[src/rtl/scr_pkg.sv]
// Shared constants, types and helpers for the sphere collision response pipeline.
`default_nettype none

package scr_pkg;

  localparam int CW            = 32;          // coordinate and force width
  localparam int DXW           = CW + 1;      // offset from center
  localparam int RW            = 31;          // radius width
  localparam int ROOT_W        = 31;          // distance (square root) width
  localparam int D2_W          = 2 * RW;      // squared distance inside the sphere
  localparam int NUM_W         = D2_W + 1;    // divider numerator
  localparam int CFG_IDX_W     = 8;
  localparam int FRAC_BITS_DEF = 16;

  localparam logic [CFG_IDX_W-1:0] REG_CENTER_X = 8'd0;
  localparam logic [CFG_IDX_W-1:0] REG_CENTER_Y = 8'd1;
  localparam logic [CFG_IDX_W-1:0] REG_CENTER_Z = 8'd2;
  localparam logic [CFG_IDX_W-1:0] REG_RADIUS   = 8'd3;

  localparam logic [RW-1:0] RADIUS_RESET = 31'd65536;

  typedef logic [2:0][CW-1:0] vec3_t;

  typedef struct packed {
    vec3_t      pos;
    vec3_t      frc;
    vec3_t      org;
    logic       self_sphere;
    logic       hit;
    logic       zero;
    logic [2:0] dneg;
  } node_info_t;

  typedef struct packed {
    node_info_t           info;
    logic [2:0][RW-1:0]   mag;
    logic [2:0][D2_W-1:0] prod;
  } sqrt_side_t;

  function automatic logic [CW-1:0] sat32(input logic signed [63:0] v);
    if (v > 64'sd2147483647) return 32'h7FFFFFFF;
    if (v < -64'sd2147483648) return 32'h80000000;
    return v[CW-1:0];
  endfunction

endpackage

`default_nettype wire

[src/rtl/scr_sqrt.sv]
// Pipelined integer square root, one result bit per stage.
`default_nettype none

module scr_sqrt import scr_pkg::*; (
  input  wire              clk,
  input  wire              en,
  input  wire [D2_W-1:0]   v,
  output logic [ROOT_W-1:0] root
);

  logic [D2_W-1:0]   rem [ROOT_W-1];
  logic [ROOT_W-1:0] rt  [ROOT_W];

  for (genvar j = 0; j < ROOT_W; j++) begin : g_step
    localparam int K = ROOT_W - 1 - j;
    logic [D2_W-1:0]   rem_in;
    logic [ROOT_W-1:0] rt_in;
    logic [D2_W+1:0]   trial;
    logic              take;

    if (j == 0) begin : g_first
      assign rem_in = v;
      assign rt_in  = '0;
    end else begin : g_next
      assign rem_in = rem[j-1];
      assign rt_in  = rt[j-1];
    end

    // (root + 2^K)^2 - root^2
    assign trial = ((D2_W+2)'(rt_in) << (K + 1)) + ((D2_W+2)'(1) << (2 * K));
    assign take  = {2'b00, rem_in} >= trial;

    always_ff @(posedge clk) begin
      if (en) begin
        rt[j] <= take ? (rt_in | (ROOT_W'(1) << K)) : rt_in;
      end
    end

    if (j < ROOT_W - 1) begin : g_rem
      always_ff @(posedge clk) begin
        if (en) begin
          rem[j] <= take ? (rem_in - trial[D2_W-1:0]) : rem_in;
        end
      end
    end
  end

  assign root = rt[ROOT_W-1];

endmodule

`default_nettype wire

[config.mk]
export PLATFORM = sky130hd
export DESIGN_NAME = scr_sqrt
export DESIGN_NICKNAME = d
export VERILOG_FILES = /design/src/rtl/scr_pkg.sv /design/src/rtl/scr_sqrt.sv
export SDC_FILE = /design/constraint.sdc
export NUM_CORES = 2
export LEC_CHECK = 0
export BUFFER_PORTS_ARGS = -buffer_cell sky130_fd_sc_hd__clkbuf_2
export CORE_ASPECT_RATIO = 0.8
export CORE_UTILIZATION = 57
export DETAILED_ROUTE_END_ITERATION = 7
export PLACE_DENSITY = 0.77
export RECOVER_POWER = 100
export SYNTH_ARGS = -nofsm -noshare
export SYNTH_HDL_FRONTEND = slang
export SYNTH_SLANG_ARGS = --single-unit
[constraint.sdc]
create_clock -name clk -period 4.6 [get_ports clk]
set_input_delay 1.15 -clock clk [delete_from_list [all_inputs] [get_ports clk]]
set_output_delay 1.15 -clock clk [all_outputs]
set_load 0.1 [all_outputs]
==> impl_metrics.env <==
export IMPL_powerDensity_mw_per_mm2=497.9
export IMPL_swShare_pct=30.06
export IMPL_drtIter0Drc=8096
export IMPL_drive_gt1_share_pct=5.909
export IMPL_dr_pass1_iters=6
export IMPL_syn_inst=9075
export IMPL_track_usage_pct=26.25
export IMPL_synth_distinct_cells=92
export IMPL_yosys_area_top_type="edfxtp_1"
export IMPL_syn_nets=9664
export IMPL_violations="max-capacitance violations, max-slew violations"
export IMPL_end_kind="flop"
export IMPL_arrival_ps=5040
export IMPL_clk_pin_slew_ps=70
export IMPL_ys_seq_area_share_pct=62.55
export IMPL_rsz0062_at_grt="false"
export IMPL_vias=73927
export IMPL_synth_top_area_share_pct=62.55
export IMPL_grt_remaining_overflow=0
export IMPL_cell_internal_pwr_w=0.04338
export IMPL_synthAdderAreaFrac_pct=5.807
export IMPL_avgSynthCellArea_um2=12.46
export IMPL_grt_pass1_vias=70926
export IMPL_yosysMostFrequentCell="edfxtp_1"
export IMPL_synth_simple_area_share_pct=12.29
export IMPL_synth_commonest_cells="2356 x edfxtp_1, 686 x nand2_1, 648 x inv_1"
export IMPL_synthXorXnorAreaFrac_pct=6.404
export IMPL_cts_buffers=222
export IMPL_finalMaxSlewViolations=1122
export IMPL_timing_slew_headroom_pct=-50.30
export IMPL_clock_path_buffers=3
export IMPL_required_ps=5220
export IMPL_period_share_pct=96.25
export IMPL_pwr_share_comb_pct=21.3
export IMPL_gp_congestion=0.9616
export IMPL_cp_max_fo=9
export IMPL_h_tree_depth=4
export IMPL_fin_nets=9907
export IMPL_synthTopCellsByArea="edfxtp_1 63%, ha_1 5.8%, xnor2_1 3.2%, xor2_1 3.2%, nand2_1 2.3%"
export IMPL_antenna_found_initial=12
export IMPL_pwr_share_clk_pct=31.1
export IMPL_drc=0
export IMPL_seqPwrFrac_pct=47.6
export IMPL_dp_cells=11740
export IMPL_power_leakage_nw=46.16
export IMPL_final_setup_tns_ps=0
export IMPL_timing_fmax_mhz=225.9
export IMPL_cap_violations=12
export IMPL_dieArea_mm2=0.2002
export IMPL_p_total_w=0.06202
export IMPL_grt_pass1_wl_um=410700
export IMPL_setup_worst_path_class="reg -> reg"
export IMPL_worst_slack_ps=172.5
export IMPL_grt_max_degree=186
export IMPL_min_period_ps=4428
export IMPL_viasPerCell=6.079
export IMPL_p_switching_w=0.01864
export IMPL_synth_area_mm2=0.1131
export IMPL_dieWidth_um=500.0
export IMPL_synth_top_family_by_area="simple AND/OR/NAND/NOR gates"
export IMPL_fin_cells=12161
export IMPL_dp_hpwl_um=198100
export IMPL_ys_flop_type="edfxtp_1"
export IMPL_setup_viol=0
export IMPL_async_reset_ff_share_pct=0
export IMPL_placed_area_mm2=0.1174
export IMPL_pre_cts_ws_ps=63.03
export IMPL_cts_sinks=2356
export IMPL_ir_drop_uv=427.9
export IMPL_tightest_slew_ps=2254
export IMPL_ys_ff_latch=2356
export IMPL_fillerInstances=14359
export IMPL_status="complete, but fails checks"
export IMPL_hold_viol_final=0
export IMPL_cts_tree="yes"
export IMPL_yosysWarnings=0
export IMPL_start_util_pct=57.67
export IMPL_coreArea_mm2=0.1961
export IMPL_drt_total_wl_um=267400
export IMPL_synth_compound_area_share_pct=9.556
export IMPL_skew_ps=111.2
export IMPL_startpoint_type="flop"
export IMPL_min_path_type="in -> reg"
export IMPL_clockRootBuffer="clkbuf_16"
export IMPL_muxShareOfSynthArea_pct=0.5630
export IMPL_detail_route_antenna_nets=0
export IMPL_syn2layout_area_growth_pct=10.12
export IMPL_clock_latency_ps=910
export IMPL_io_buffers=94
export IMPL_ios=95
export IMPL_synth_edf_count=2356
export IMPL_row_count=145
export IMPL_fin_area_mm2=0.1246
export IMPL_wire_per_inst_um=21.99
export IMPL_die_h_um=400.4
[critical path: stages, from the launching register on]
cell	delay [ps]
edfxtp_1	400
ha_1	460
or4b_1	650
or3_1	430
nor4_2	500
nor4_1	120
a21boi_0	150
o21a_1	230
or3_1	520
or4b_1	560
xnor2_1	140
[final timing paths]
path / from / to / slack, ps / cells after the start
worst max-delay path: rem[1][776] / rem[1][845] / 170 / 10
worst min register to register: rem[0][696] / rem[0][758] / 420 / 0
worst max register to register: rem[1][776] / rem[1][845] / 170 / 10
worst min-delay path: v[58] / rem[0][58] / 410 / 1
[layout by cell type, fill, tap and decap left out, drive strengths merged, types with 23 or more instances in the layout]
cell,Yosys,final
nand3b,25,25
xnor2,416,416
a21oi,515,515
nor4b,51,51
bufinv,0,34
nor2b,72,72
nor3b,26,26
nor4,336,336
a211oi,43,43
mux2,45,45
nand4,140,140
a21boi,28,28
nand3,151,151
ha,525,525
o21bai,46,46
and2,23,23
edfxtp,2356,2356
nor2,562,562
and3,55,55
or2,40,40
o31ai,37,37
o21ai,500,500
nand2b,83,83
a21o,192,192
xor2,411,411
a31oi,51,51
or3,98,98
o21a,86,86
or4,64,64
inv,651,657
clkinv,1,112
clkbuf,155,417
nand2,686,686
o211ai,39,39
buf,36,39
nor3,246,246
[area by class of cell]
type / count / area, um2 / area share [%]
Sequential cell: 2356 / 70750 / 56.80
Clock buffer: 246 / 5645 / 4.532
Antenna cell: 4 / 10.01 / 0.008036
Timing Repair Buffer: 210 / 1060 / 0.8508
Tap cell: 2646 / 3311 / 2.658
Multi-Input combinational cell: 5876 / 39190 / 31.46
Inverter: 652 / 2447 / 1.965
Clock inverter: 171 / 2152 / 1.728
[metrics by stage]
| step | utilization [%] | hold WS (ps) |
|---|---|---|
| 2_1_floorplan | - | 416.6 |
| 3_3_place_gp | 59.85 | 429.3 |
| 3_5_place_dp | 59.86 | 425.4 |
| 4_1_cts | 63.83 | 357.0 |
| 5_1_grt | 63.51 | 371.1 |
| 6_report | 63.51 | 412.8 |
[timing repair]
| item | 4_1_cts | 5_1_grt |
|---|---|---|
| endpoints found under the setup margin | 0 | 2 |
| hold buffers | 0 | 0 |
| hold endpoints to repair | 0 | 0 |
| buffers inserted | 0 | 0 |
| gates resized for setup | 0 | 2 |
[per-layer routing]
metal  share of wire (%)  global-route usage (%)  routed length [um]  vias to the layer above
li1                    -                       -                   -                    34525
met1                  45                   39.46              120800                    36033
met2                  45                   40.01              119600                     2977
met3                 8.2                   4.522               22000                      392
met4                 1.9                   5.703                4997                        0
met5                   0                       0                   0                        -
[logic make-up (layout without fill, tap and decap cells)]
family | Yosys count | count (layout)
compound gates | 1747 | 1747
xor+xnor | 827 | 827
fa+ha+maj | 525 | 525
buf+inv | 843 | 1279
flops | 2356 | 2356
mux | 58 | 58
other cells | 0 | 4
simple gates | 2719 | 2719
[flip-flops by register name, indices dropped and copies added (netlist names)]
| name | cells |
|---|---|
| rem | 1860 |
| rt | 496 |
[power by group through the flow]
stage                     Combinational, W  Sequential [W]  Clock [W]
after floorplan                    0.00950          0.0289          0
after global placement              0.0128          0.0298          0
after detailed placement            0.0130          0.0299          0
after CTS                           0.0131          0.0295     0.0196
after global routing                0.0145          0.0298     0.0204
final                               0.0132          0.0295     0.0193
Note: power is estimated with default switching activity, not from simulation.
